File: config.mk
export PLATFORM = sky130hd
export DESIGN_NAME = encoder_period_tachometer
export DESIGN_NICKNAME = d
export VERILOG_FILES = /design/src/rtl/etp_pkg.sv /design/src/rtl/encoder_period_tachometer.sv /design/src/rtl/etp_ram.sv /design/src/rtl/etp_div.sv
export VERILOG_INCLUDE_DIRS = /design/src /design/src/rtl
export SDC_FILE = /design/constraint.sdc
export NUM_CORES = 2
export LEC_CHECK = 0
export ABC_AREA = 1
export BUFFER_PORTS_ARGS = -buffer_cell sky130_fd_sc_hd__buf_2
export CAP_MARGIN = 0
export CORE_ASPECT_RATIO = 1.75
export CORE_MARGIN = 5
export CORE_UTILIZATION = 47
export CTS_CLUSTER_DIAMETER = 30
export DETAILED_ROUTE_END_ITERATION = 12
export MAX_ROUTING_LAYER = met4
export PLACE_DENSITY = 0.66
export SLEW_MARGIN = 20
export SYNTH_ARGS = -nofsm -noshare
export SYNTH_HDL_FRONTEND = slang
export SYNTH_SLANG_ARGS = --single-unit
File: constraint.sdc
create_clock -name clk_i -period 24.9 [get_ports clk_i]
set_clock_uncertainty 0.1 [all_clocks]
set_input_delay 0 -clock clk_i [delete_from_list [all_inputs] [get_ports clk_i]]
set_output_delay 0 -clock clk_i [all_outputs]
set_load 0.03 [all_outputs]
File: src/rtl/encoder_period_tachometer_assert.svh
// ----------------------------------------------------------------------------
// Encoder period tachometer assertion macros
// Shared concurrent assertion forms, clocked on clk_i and quiet in reset.
// ----------------------------------------------------------------------------
`ifndef ENCODER_PERIOD_TACHOMETER_ASSERT_SVH
`define ENCODER_PERIOD_TACHOMETER_ASSERT_SVH

// A property that must hold at every clock edge outside reset.
`define ETP_ASSERT(lbl, prop, msg) \
  lbl: assert property (@(posedge clk_i) disable iff (!rst_ni) prop) else $error(msg);

// A condition that must be followed by another one in the next cycle.
`define ETP_ASSERT_NEXT(lbl, ante, cons, msg) \
  lbl: assert property (@(posedge clk_i) disable iff (!rst_ni) (ante) |=> (cons)) \
    else $error(msg);

`endif

File: src/rtl/etp_pkg.sv
`timescale 1ns / 1ps
// ----------------------------------------------------------------------------
// etp_pkg
// Widths, reset values, codes and shared types of the encoder tachometer.
// ----------------------------------------------------------------------------
package etp_pkg;

  localparam int TIME_W     = 32;
  localparam int SPEED_W    = 24;
  localparam int NUM_W      = 26;
  localparam int SAMP_W     = 6;
  localparam int FRAC_W     = 8;
  localparam int AVG_DEPTH  = 32;

  localparam int IDX_W      = (AVG_DEPTH > 1) ? $clog2(AVG_DEPTH) : 1;
  localparam int CNT_W      = $clog2(AVG_DEPTH + 1);
  localparam int SUM_W      = SPEED_W + CNT_W;

  localparam int DVD_W      = NUM_W + FRAC_W;
  localparam int DVS_W      = TIME_W;

  localparam int CFG_IDX_W  = 3;
  localparam int CFG_DATA_W = 32;

  localparam int S_TDATA_W  = 32;
  localparam int OUT_BITS   = 2 * SPEED_W + 4 * TIME_W + 1;
  localparam int M_TDATA_W  = ((OUT_BITS + 7) / 8) * 8;

  localparam logic [SPEED_W-1:0] SPEED_MAX = {SPEED_W{1'b1}};

  localparam logic [TIME_W-1:0] MIN_INT_RST  = 32'd17;
  localparam logic [TIME_W-1:0] MAX_INT_RST  = 32'd1000000;
  localparam logic [TIME_W-1:0] TIMEOUT_RST  = 32'd500000;
  localparam logic [NUM_W-1:0]  NUMER_RST    = 26'd30000;
  localparam logic [SAMP_W-1:0] SAMPLES_RST  = 6'd5;
  localparam logic [TIME_W-1:0] WINDOW_RST   = 32'd1000000;

  typedef enum logic [CFG_IDX_W-1:0] {
    REG_MIN_INTERVAL = 3'd0,
    REG_MAX_INTERVAL = 3'd1,
    REG_TIMEOUT      = 3'd2,
    REG_RPM_NUMER    = 3'd3,
    REG_AVG_SAMPLES  = 3'd4,
    REG_WINDOW       = 3'd5
  } cfg_idx_e;

  typedef enum logic [2:0] {
    ST_IDLE,
    ST_EDGE,
    ST_EDGE_DIV,
    ST_STROBE,
    ST_MOD,
    ST_SUM,
    ST_AVG_DIV,
    ST_FINISH
  } state_e;

  typedef struct packed {
    logic             start;
    logic [DVD_W-1:0] dividend;
    logic [DVS_W-1:0] divisor;
  } div_req_t;

  typedef struct packed {
    logic             busy;
    logic             done;
    logic [DVD_W-1:0] quot;
  } div_rsp_t;

endpackage

File: src/rtl/encoder_period_tachometer.sv
`timescale 1ns / 1ps
// ----------------------------------------------------------------------------
// encoder_period_tachometer
// Encoder period tachometer with a moving average over a speed ring in RAM.
// ----------------------------------------------------------------------------
//  Channel   Direction  Word contents
//  s_axis    in         tuser: mode; tdata: now_us
//  m_axis    out        tdata: inst_rpm .. pulse_live (one word per input)
//  cfg       in         write enable, register index, write data
//
//  An edge word with an accepted nonzero interval waits on the speed divider,
//  which yields one quotient bit per cycle over 34 bits; other edge words skip
//  it. A strobe word writes the ring, then wraps the ring pointer in subtract
//  steps (one at a plain wrap, more after the sample count shrinks), reads the
//  averaged ring entries (one RAM read per cycle) and divides their sum.
//  Reset is asynchronous; ring entries carry valid bits, so no clearing pass.
//  A new word is accepted while the last result waits on m_axis.
// ----------------------------------------------------------------------------
module encoder_period_tachometer (
  input  logic                             clk_i,
  input  logic                             rst_ni,
  // Slave stream, tdata: now_us [31:0]; tuser: mode [0]
  input  logic                             s_axis_tvalid_i,
  output logic                             s_axis_tready_o,
  input  logic [etp_pkg::S_TDATA_W-1:0]    s_axis_tdata_i,
  input  logic                             s_axis_tuser_i,
  // Master stream, tdata: inst_rpm [23:0], avg_rpm [47:24],
  // interval_us [79:48], pulse_total [111:80], bad_intervals [143:112],
  // window_pulses [175:144], pulse_live [176], zero fill above
  output logic                             m_axis_tvalid_o,
  input  logic                             m_axis_tready_i,
  output logic [etp_pkg::M_TDATA_W-1:0]    m_axis_tdata_o,
  // Configuration write port
  input  logic                             cfg_we_i,
  input  logic [etp_pkg::CFG_IDX_W-1:0]    cfg_idx_i,
  input  logic [etp_pkg::CFG_DATA_W-1:0]   cfg_data_i
);
  import etp_pkg::*;

  // Configuration registers
  logic [TIME_W-1:0] min_int_q, max_int_q, timeout_q, window_q;
  logic [NUM_W-1:0]  numer_q;
  logic [SAMP_W-1:0] samples_cfg_q;

  // Scalar tachometer state
  logic [TIME_W-1:0]  prev_edge_q, last_int_q, valid_time_q;
  logic [TIME_W-1:0]  edge_total_q, reject_total_q, rate_count_q, rate_start_q;
  logic               seen_edge_q;
  logic [SPEED_W-1:0] speed_now_q, speed_avg_q;
  logic [IDX_W-1:0]   ring_pos_q;
  logic               ring_full_q;
  logic [AVG_DEPTH-1:0] ring_vld_q;

  // Sequencer
  state_e             state_q, state_d;
  logic [TIME_W-1:0]  now_q;
  logic [CNT_W-1:0]   pos_nxt_q;
  logic [CNT_W-1:0]   count_q;
  logic [CNT_W-1:0]   walk_q;
  logic               pend_q;
  logic               rd_vld_q;
  logic [SUM_W-1:0]   sum_q;

  // Output register
  logic                 m_tvalid_q;
  logic [M_TDATA_W-1:0] m_tdata_q;

  // Datapath signals
  logic [TIME_W-1:0]  dt;
  logic               in_window;
  logic               rate_expired;
  logic               timed_out;
  logic [CNT_W-1:0]   samples;
  logic               walk_more;
  logic               full_next;
  logic [CNT_W-1:0]   count_next;
  logic [SPEED_W-1:0] ring_wdata;
  logic [SPEED_W-1:0] ring_rdata;
  logic [SPEED_W-1:0] ring_rdata_m;
  logic               out_free;
  logic               s_accept;

  div_req_t div_req;
  div_rsp_t div_rsp;

  assign s_axis_tready_o = (state_q == ST_IDLE);
  assign s_accept        = s_axis_tvalid_i && s_axis_tready_o;
  assign out_free        = !m_tvalid_q || m_axis_tready_i;

  always_comb begin
    dt           = now_q - prev_edge_q;
    in_window    = seen_edge_q && (dt >= min_int_q) && (dt <= max_int_q);
    rate_expired = ((now_q - rate_start_q) >= window_q);
    timed_out    = ((now_q - valid_time_q) > timeout_q);
    ring_wdata   = timed_out ? '0 : speed_now_q;
    walk_more    = (walk_q < count_q);
    full_next    = ring_full_q || (pos_nxt_q == '0);
    count_next   = full_next ? samples : pos_nxt_q;
    ring_rdata_m = ring_rdata & {SPEED_W{rd_vld_q}};
  end

  // Sample count clamped to the ring depth, never below one.
  always_comb begin
    if (samples_cfg_q == '0) begin
      samples = CNT_W'(1);
    end else if (32'(samples_cfg_q) > AVG_DEPTH) begin
      samples = CNT_W'(AVG_DEPTH);
    end else begin
      samples = CNT_W'(samples_cfg_q);
    end
  end

  // Configuration writes
  always_ff @(posedge clk_i or negedge rst_ni) begin
    if (!rst_ni) begin
      min_int_q     <= MIN_INT_RST;
      max_int_q     <= MAX_INT_RST;
      timeout_q     <= TIMEOUT_RST;
      numer_q       <= NUMER_RST;
      samples_cfg_q <= SAMPLES_RST;
      window_q      <= WINDOW_RST;
    end else if (cfg_we_i) begin
      unique case (cfg_idx_i)
        REG_MIN_INTERVAL: min_int_q     <= cfg_data_i[TIME_W-1:0];
        REG_MAX_INTERVAL: max_int_q     <= cfg_data_i[TIME_W-1:0];
        REG_TIMEOUT:      timeout_q     <= cfg_data_i[TIME_W-1:0];
        REG_RPM_NUMER:    numer_q       <= cfg_data_i[NUM_W-1:0];
        REG_AVG_SAMPLES:  samples_cfg_q <= cfg_data_i[SAMP_W-1:0];
        REG_WINDOW:       window_q      <= cfg_data_i[TIME_W-1:0];
        default: ;
      endcase
    end
  end

  // Next state and divider requests
  always_comb begin
    state_d          = state_q;
    div_req.start    = 1'b0;
    div_req.dividend = {numer_q, {FRAC_W{1'b0}}};
    div_req.divisor  = dt;
    unique case (state_q)
      ST_IDLE: begin
        if (s_accept) begin
          state_d = s_axis_tuser_i ? ST_STROBE : ST_EDGE;
        end
      end
      ST_EDGE: begin
        if (in_window && (dt != '0)) begin
          div_req.start = 1'b1;
          state_d       = ST_EDGE_DIV;
        end else begin
          state_d = ST_FINISH;
        end
      end
      ST_EDGE_DIV: begin
        if (div_rsp.done) begin
          state_d = ST_FINISH;
        end
      end
      ST_STROBE: begin
        state_d = ST_MOD;
      end
      ST_MOD: begin
        if (pos_nxt_q < samples) begin
          state_d = ST_SUM;
        end
      end
      ST_SUM: begin
        div_req.dividend = {{(DVD_W - SUM_W){1'b0}}, sum_q};
        div_req.divisor  = {{(DVS_W - CNT_W){1'b0}}, count_q};
        if (!walk_more && !pend_q) begin
          if (count_q == '0) begin
            state_d = ST_FINISH;
          end else begin
            div_req.start = 1'b1;
            state_d       = ST_AVG_DIV;
          end
        end
      end
      ST_AVG_DIV: begin
        if (div_rsp.done) begin
          state_d = ST_FINISH;
        end
      end
      ST_FINISH: begin
        if (out_free) begin
          state_d = ST_IDLE;
        end
      end
      default: state_d = ST_IDLE;
    endcase
  end

  always_ff @(posedge clk_i or negedge rst_ni) begin
    if (!rst_ni) begin
      state_q <= ST_IDLE;
    end else begin
      state_q <= state_d;
    end
  end

  // Tachometer state update
  always_ff @(posedge clk_i or negedge rst_ni) begin
    if (!rst_ni) begin
      prev_edge_q    <= '0;
      seen_edge_q    <= 1'b0;
      last_int_q     <= '0;
      speed_now_q    <= '0;
      valid_time_q   <= '0;
      edge_total_q   <= '0;
      reject_total_q <= '0;
      rate_count_q   <= '0;
      rate_start_q   <= '0;
      ring_pos_q     <= '0;
      ring_full_q    <= 1'b0;
      ring_vld_q     <= '0;
      speed_avg_q    <= '0;
      walk_q         <= '0;
      pend_q         <= 1'b0;
      m_tvalid_q     <= 1'b0;
    end else begin
      if ((state_q == ST_FINISH) && out_free) begin
        m_tvalid_q <= 1'b1;
      end else if (m_axis_tready_i) begin
        m_tvalid_q <= 1'b0;
      end
      case (state_q)
        ST_EDGE: begin
          edge_total_q <= edge_total_q + 32'd1;
          if (in_window) begin
            last_int_q   <= dt;
            valid_time_q <= now_q;
            if (dt == '0) begin
              speed_now_q <= SPEED_MAX;
            end
          end else if (seen_edge_q) begin
            reject_total_q <= reject_total_q + 32'd1;
          end
          prev_edge_q <= now_q;
          seen_edge_q <= 1'b1;
          if (rate_expired) begin
            rate_count_q <= 32'd1;
            rate_start_q <= now_q;
          end else begin
            rate_count_q <= rate_count_q + 32'd1;
          end
        end
        ST_EDGE_DIV: begin
          if (div_rsp.done) begin
            speed_now_q <= (|div_rsp.quot[DVD_W-1:SPEED_W]) ? SPEED_MAX
                                                              : div_rsp.quot[SPEED_W-1:0];
          end
        end
        ST_STROBE: begin
          speed_now_q            <= ring_wdata;
          ring_vld_q[ring_pos_q] <= 1'b1;
        end
        ST_MOD: begin
          if (pos_nxt_q < samples) begin
            ring_pos_q  <= pos_nxt_q[IDX_W-1:0];
            ring_full_q <= full_next;
            walk_q      <= '0;
            pend_q      <= 1'b0;
          end
        end
        ST_SUM: begin
          // One ring read issued per cycle; pend_q marks the read whose registered data is summed.
          pend_q <= walk_more;
          if (walk_more) begin
            walk_q <= walk_q + CNT_W'(1);
          end
          if (!walk_more && !pend_q && (count_q == '0)) begin
            speed_avg_q <= '0;
          end
        end
        ST_AVG_DIV: begin
          if (div_rsp.done) begin
            speed_avg_q <= div_rsp.quot[SPEED_W-1:0];
          end
        end
        default: ;
      endcase
    end
  end

  // Payload registers
  always_ff @(posedge clk_i) begin
    if (s_accept) begin
      now_q <= s_axis_tdata_i[TIME_W-1:0];
    end
    if (state_q == ST_STROBE) begin
      pos_nxt_q <= CNT_W'(ring_pos_q) + CNT_W'(1);
    end else if (state_q == ST_MOD) begin
      // The sample count may have shrunk, so the pointer wraps by subtraction.
      if (pos_nxt_q >= samples) begin
        pos_nxt_q <= pos_nxt_q - samples;
      end else begin
        count_q <= count_next;
        sum_q   <= '0;
      end
    end else if (state_q == ST_SUM) begin
      if (walk_more) begin
        rd_vld_q <= ring_vld_q[walk_q[IDX_W-1:0]];
      end
      if (pend_q) begin
        sum_q <= sum_q + {{(SUM_W - SPEED_W){1'b0}}, ring_rdata_m};
      end
    end
    if ((state_q == ST_FINISH) && out_free) begin
      m_tdata_q <= {{(M_TDATA_W - OUT_BITS){1'b0}},
                    !timed_out,
                    rate_count_q,
                    reject_total_q,
                    edge_total_q,
                    last_int_q,
                    speed_avg_q,
                    speed_now_q};
    end
  end

  etp_ram #(
    .WIDTH (SPEED_W),
    .DEPTH (AVG_DEPTH)
  ) u_ring (
    .clk_i   (clk_i),
    .we_i    (state_q == ST_STROBE),
    .waddr_i (ring_pos_q),
    .wdata_i (ring_wdata),
    .re_i    ((state_q == ST_SUM) && walk_more),
    .raddr_i (walk_q[IDX_W-1:0]),
    .rdata_o (ring_rdata)
  );

  etp_div u_div (
    .clk_i  (clk_i),
    .rst_ni (rst_ni),
    .req_i  (div_req),
    .rsp_o  (div_rsp)
  );

  assign m_axis_tvalid_o = m_tvalid_q;
  assign m_axis_tdata_o  = m_tdata_q;

`include "encoder_period_tachometer_assert.svh"

  `ETP_ASSERT(a_div_done_state, div_rsp.done |-> (state_q == ST_EDGE_DIV || state_q == ST_AVG_DIV), "divider finished outside a divide state")
  `ETP_ASSERT(a_div_busy_state, div_rsp.busy |-> (state_q == ST_EDGE_DIV || state_q == ST_AVG_DIV), "divider busy outside a divide state")
  `ETP_ASSERT(a_walk_bound, (state_q == ST_SUM) |-> (walk_q <= count_q), "ring walk ran past the sample count")
  `ETP_ASSERT_NEXT(a_result_loaded, (state_q == ST_FINISH) && out_free, m_tvalid_q && (state_q == ST_IDLE), "finished result was not presented")

endmodule

File: src/rtl/etp_ram.sv
`timescale 1ns / 1ps
// ----------------------------------------------------------------------------
// etp_ram
// Generic single write, single read port RAM with a registered read.
// ----------------------------------------------------------------------------
module etp_ram #(
  parameter int WIDTH = 8,
  parameter int DEPTH = 16,
  parameter int AW    = (DEPTH > 1) ? $clog2(DEPTH) : 1
) (
  input  logic             clk_i,
  input  logic             we_i,
  input  logic [AW-1:0]    waddr_i,
  input  logic [WIDTH-1:0] wdata_i,
  input  logic             re_i,
  input  logic [AW-1:0]    raddr_i,
  output logic [WIDTH-1:0] rdata_o
);

  logic [WIDTH-1:0] mem_q [DEPTH];
  logic [WIDTH-1:0] rdata_q;

  always_ff @(posedge clk_i) begin
    if (we_i) begin
      mem_q[waddr_i] <= wdata_i;
    end
    if (re_i) begin
      rdata_q <= mem_q[raddr_i];
    end
  end

  assign rdata_o = rdata_q;

endmodule

File: src/rtl/etp_div.sv
`timescale 1ns / 1ps
// ----------------------------------------------------------------------------
// etp_div
// Radix-2 restoring divider, one quotient bit per cycle.
// ----------------------------------------------------------------------------
module etp_div (
  input  logic              clk_i,
  input  logic              rst_ni,
  input  etp_pkg::div_req_t req_i,
  output etp_pkg::div_rsp_t rsp_o
);
  import etp_pkg::*;

  localparam int STEP_W = $clog2(DVD_W);

  logic              busy_q;
  logic              done_q;
  logic [STEP_W-1:0] step_q;
  logic [DVS_W-1:0]  rem_q;
  logic [DVD_W-1:0]  quo_q;
  logic [DVS_W-1:0]  dvs_q;

  logic [DVS_W:0]    trial;
  logic [DVS_W:0]    diff;
  logic              fits;
  logic [DVS_W-1:0]  rem_next;

  // The dividend shifts out at the top while quotient bits enter at the bottom.
  always_comb begin
    trial    = {rem_q, quo_q[DVD_W-1]};
    diff     = trial - {1'b0, dvs_q};
    fits     = (trial >= {1'b0, dvs_q});
    rem_next = fits ? diff[DVS_W-1:0] : trial[DVS_W-1:0];
  end

  always_ff @(posedge clk_i or negedge rst_ni) begin
    if (!rst_ni) begin
      busy_q <= 1'b0;
      done_q <= 1'b0;
      step_q <= '0;
    end else if (req_i.start) begin
      busy_q <= 1'b1;
      done_q <= 1'b0;
      step_q <= '0;
    end else if (busy_q) begin
      step_q <= step_q + STEP_W'(1);
      if (step_q == STEP_W'(DVD_W - 1)) begin
        busy_q <= 1'b0;
        done_q <= 1'b1;
      end
    end else begin
      done_q <= 1'b0;
    end
  end

  always_ff @(posedge clk_i) begin
    if (req_i.start) begin
      rem_q <= '0;
      quo_q <= req_i.dividend;
      dvs_q <= req_i.divisor;
    end else if (busy_q) begin
      rem_q <= rem_next;
      quo_q <= {quo_q[DVD_W-2:0], fits};
    end
  end

  assign rsp_o.busy = busy_q;
  assign rsp_o.done = done_q;
  assign rsp_o.quot = quo_q;

endmodule

==> flow_metrics.py <==
metrics = {
    "die": {
        "die_height_um": 546,
        "pin_count": 259,
        "std_cell_rows": 196,
        "core_um2": 163000,
        "initial_core_util": 0.473,
        "die_w_um": 316,
        "dieArea_um2": 173000,
    },
    "finish": {
        "layout-drive-gt1-share": 0.115,
        "num-nets-final": 8537,
        "post-route-util": 0.551,
        "fillers": 14000,
        "syn2layout_area_growth_pct": 16.6,
        "regMostFlops": "u_ring.mem_q",
        "largest_reg_flops": 768,
    },
    "grt": {
        "antenna_found_initial": 5,
        "grt-ovfl-total": 0,
        "grt_max_degree": 196,
        "grt_pass1_wl_um": 351000,
        "grt_pass1_vias": 58800,
        "track_usage": 0.274,
    },
    "setup_path": {
        "endpoint": "u_ring.mem_q[15][15]",
        "reg2regPathDepth": 23,
        "worstReg2RegStart": "now_q[2]",
        "arrival_ns": 7.11,
        "worst_setup_path_end_kind": "flop",
        "critPathKind": "reg -> reg",
        "worstReg2RegEnd": "u_ring.mem_q[15][15]",
        "startpoint": "now_q[2]",
        "startpoint_type": "flop",
        "critPathMaxFanout": 32,
        "r2r_slack_ns": 18.14,
        "cp.required_ns": 25.25,
    },
    "clock_tree": {
        "cts_tree": "built",
        "clock_sinks": 1632,
        "clockRootBuffer": "clkbuf_16",
        "cts_buffer_depth": 4,
        "insertion_delay_ns": 0.88,
        "cts_resized": 0,
        "clk_pin_slew_ns": 0.06,
        "h-tree-depth": 4,
        "cts_buffers": 228,
    },
    "placed_design": {
        "place_congestion": 0.988,
        "hpwl_um": 154000,
        "io_buffers": 251,
    },
    "routing": {
        "drc": 0,
        "dr.pass1.iters": 6,
        "drtIter0Drc": 5332,
        "vias": 59000,
        "routed_wl_um": 236000,
        "drt-vias-per-instance": 5.60,
        "ant_nets": 0,
        "wl_per_cell_um": 22.4,
    },
    "sta": {
        "timing.slew.headroom": 0.246,
        "slew_viol_final": 0,
        "tightestPinTransition_ns": 1.13,
        "hold_ws_ns": 0.0914,
        "max_freq_mhz": 148,
        "hold_viol": 0,
        "post-route-period-util": 0.271,
        "post-route-min-period_ns": 6.76,
        "finalSetupViolCount": 0,
        "setup_tns_ns": 0,
        "rsz0062_at_grt": "no",
    },
    "flow_run": {
        "max-cap-violations": 0,
    },
    "synth": {
        "syn_inst": 7773,
        "synth-seq-area-share": 0.600,
        "synth_most_common_cell": "nand2_1",
        "yosys_register_bits": 1632,
        "ys_async_sr_fraction": 0.300,
        "syn_area_um2": 77100,
        "yosys_most_used_dff": "edfxtp_1",
        "netlist_top_cells_count": "nand2_1 (1,505), edfxtp_1 (1,110), o21ai_0 (902)",
        "synth_area_leader_cell": "edfxtp_1",
        "yosysWarnings": 0,
        "synth_area_leaders": "edfxtp_1 (43%), dfrtp_1 (15%), nand2_1 (7.3%)",
        "synth.distinct_cells": 61,
        "synth_top_area_share": 0.432,
        "synth_edf_count": 1110,
        "avgSynthCellArea_um2": 9.92,
    },
    "worst_hold_path": {
        "hp-class": "in -> reg",
        "hold-path-cell-count": 4,
    },
    "pwr": {
        "p_per_area_nw_per_um2": 71.6,
        "vdd_ir_drop_max_mv": 0.0623,
        "p_leak_uw": 0.0344,
    },
    "status": {
        "status": "finished, final reports clean",
    },
}
worst max-delay path, stage by stage, from the launching register on:
cell	delay [ns]
edfxtp_1	0.48
ha_1	0.40
a21oi_1	0.17
nand2_1	0.11
a21oi_1	0.44
o21ai_0	0.28
nand2_1	0.12
nand2_1	0.12
a21oi_1	0.29
o21bai_1	0.18
nand3_1	0.11
nand2_1	0.06
xor2_1	0.15
ha_1	0.33
nand4_1	0.13
nor4_1	0.29
inv_1	0.08
nor4_1	0.57
nand4_1	0.15
nand2_1	0.20
buf_4	0.33
inv_1	0.09
buf_4	0.32
nor2_2	0.88
timing repair:
action / CTS / global route
hold endpoints to repair: 355 / 0
setup buffers: 0 / 0
hold buffers: 112 / 0
cell usage in the layout (no fill, tap or decap), types with 118 or more instances in the layout:
| master | Yosys | layout |
|---|---|---|
| clkbuf_16 | 0 | 230 |
| a21oi_1 | 298 | 298 |
| xor2_1 | 118 | 118 |
| nand3_1 | 334 | 333 |
| inv_1 | 858 | 855 |
| ha_1 | 298 | 298 |
| edfxtp_1 | 1110 | 1110 |
| o21ai_0 | 902 | 902 |
| buf_2 | 16 | 250 |
| dfrtp_1 | 458 | 455 |
| o22ai_1 | 132 | 131 |
| nand2_1 | 1505 | 1501 |
| nor2_1 | 756 | 710 |
cell type report:
type | instances | area (um2) | area share
Antenna cell | 4 | 10.0 | 0.000111
Clock buffer | 245 | 5850 | 0.0651
Clock inverter | 177 | 1930 | 0.0215
Inverter | 871 | 3280 | 0.0365
Multi-Input combinational cell | 4959 | 26600 | 0.296
Sequential cell | 1632 | 46300 | 0.515
Tap cell | 2178 | 2730 | 0.0303
Timing Repair Buffer | 468 | 3220 | 0.0358
stage by stage:
step	cells	setup WS (ns)	area (um2)	power, uW
after floorplan	7779	15.92	77100	3140
after detailed placement	9996	18.32	81000	3230
after global placement	9996	18.45	81000	3230
after CTS	10500	18.27	89900	6470
after global routing	10500	17.63	89900	6630
final	10500	18.14	89900	6440
power breakdown:
group          switching [uW]  internal (uW)  leakage [uW]  total (uW)
logic                     154           86.4        0.0157         240
registers                29.0           2930        0.0149        2960
clock network            1350           1890       0.00375        3240
total                    1530           4910        0.0344        6440
per-layer routing:
metal  part of all wire  GRT usage  vias to the layer above
met1               0.36      0.306                    28500
li1                   -          -                    27400
met3              0.063     0.0328                      740
met5                  0          -                        -
met2               0.50      0.473                     2400
met4              0.071      0.160                        0
cells by family (layout without fill, tap and decap cells):
kind of cell    count (synthesis)  count (layout)  synth area share
fa+ha+maj                     304             304            0.0499
buf+inv                      1188            1761            0.0591
flops                        1632            1632             0.600
other cells                     1              11         0.0000486
xor+xnor                      179             179            0.0204
compound gates               1579            1579             0.114
simple gates                 2890            2890             0.156
how the worst min path moves through the flow:
stage	startpoint	end
2_1_floorplan	rst_ni	edge_total_q[0]
3_3_place_gp	rst_ni	rate_start_q[22]
3_5_place_dp	rst_ni	rate_start_q[22]
4_1_cts	cfg_data_i[6]	window_q[6]
5_1_grt	cfg_data_i[6]	numer_q[6]
6_report	cfg_data_i[6]	window_q[6]
Power figures use the tool's default switching activity.
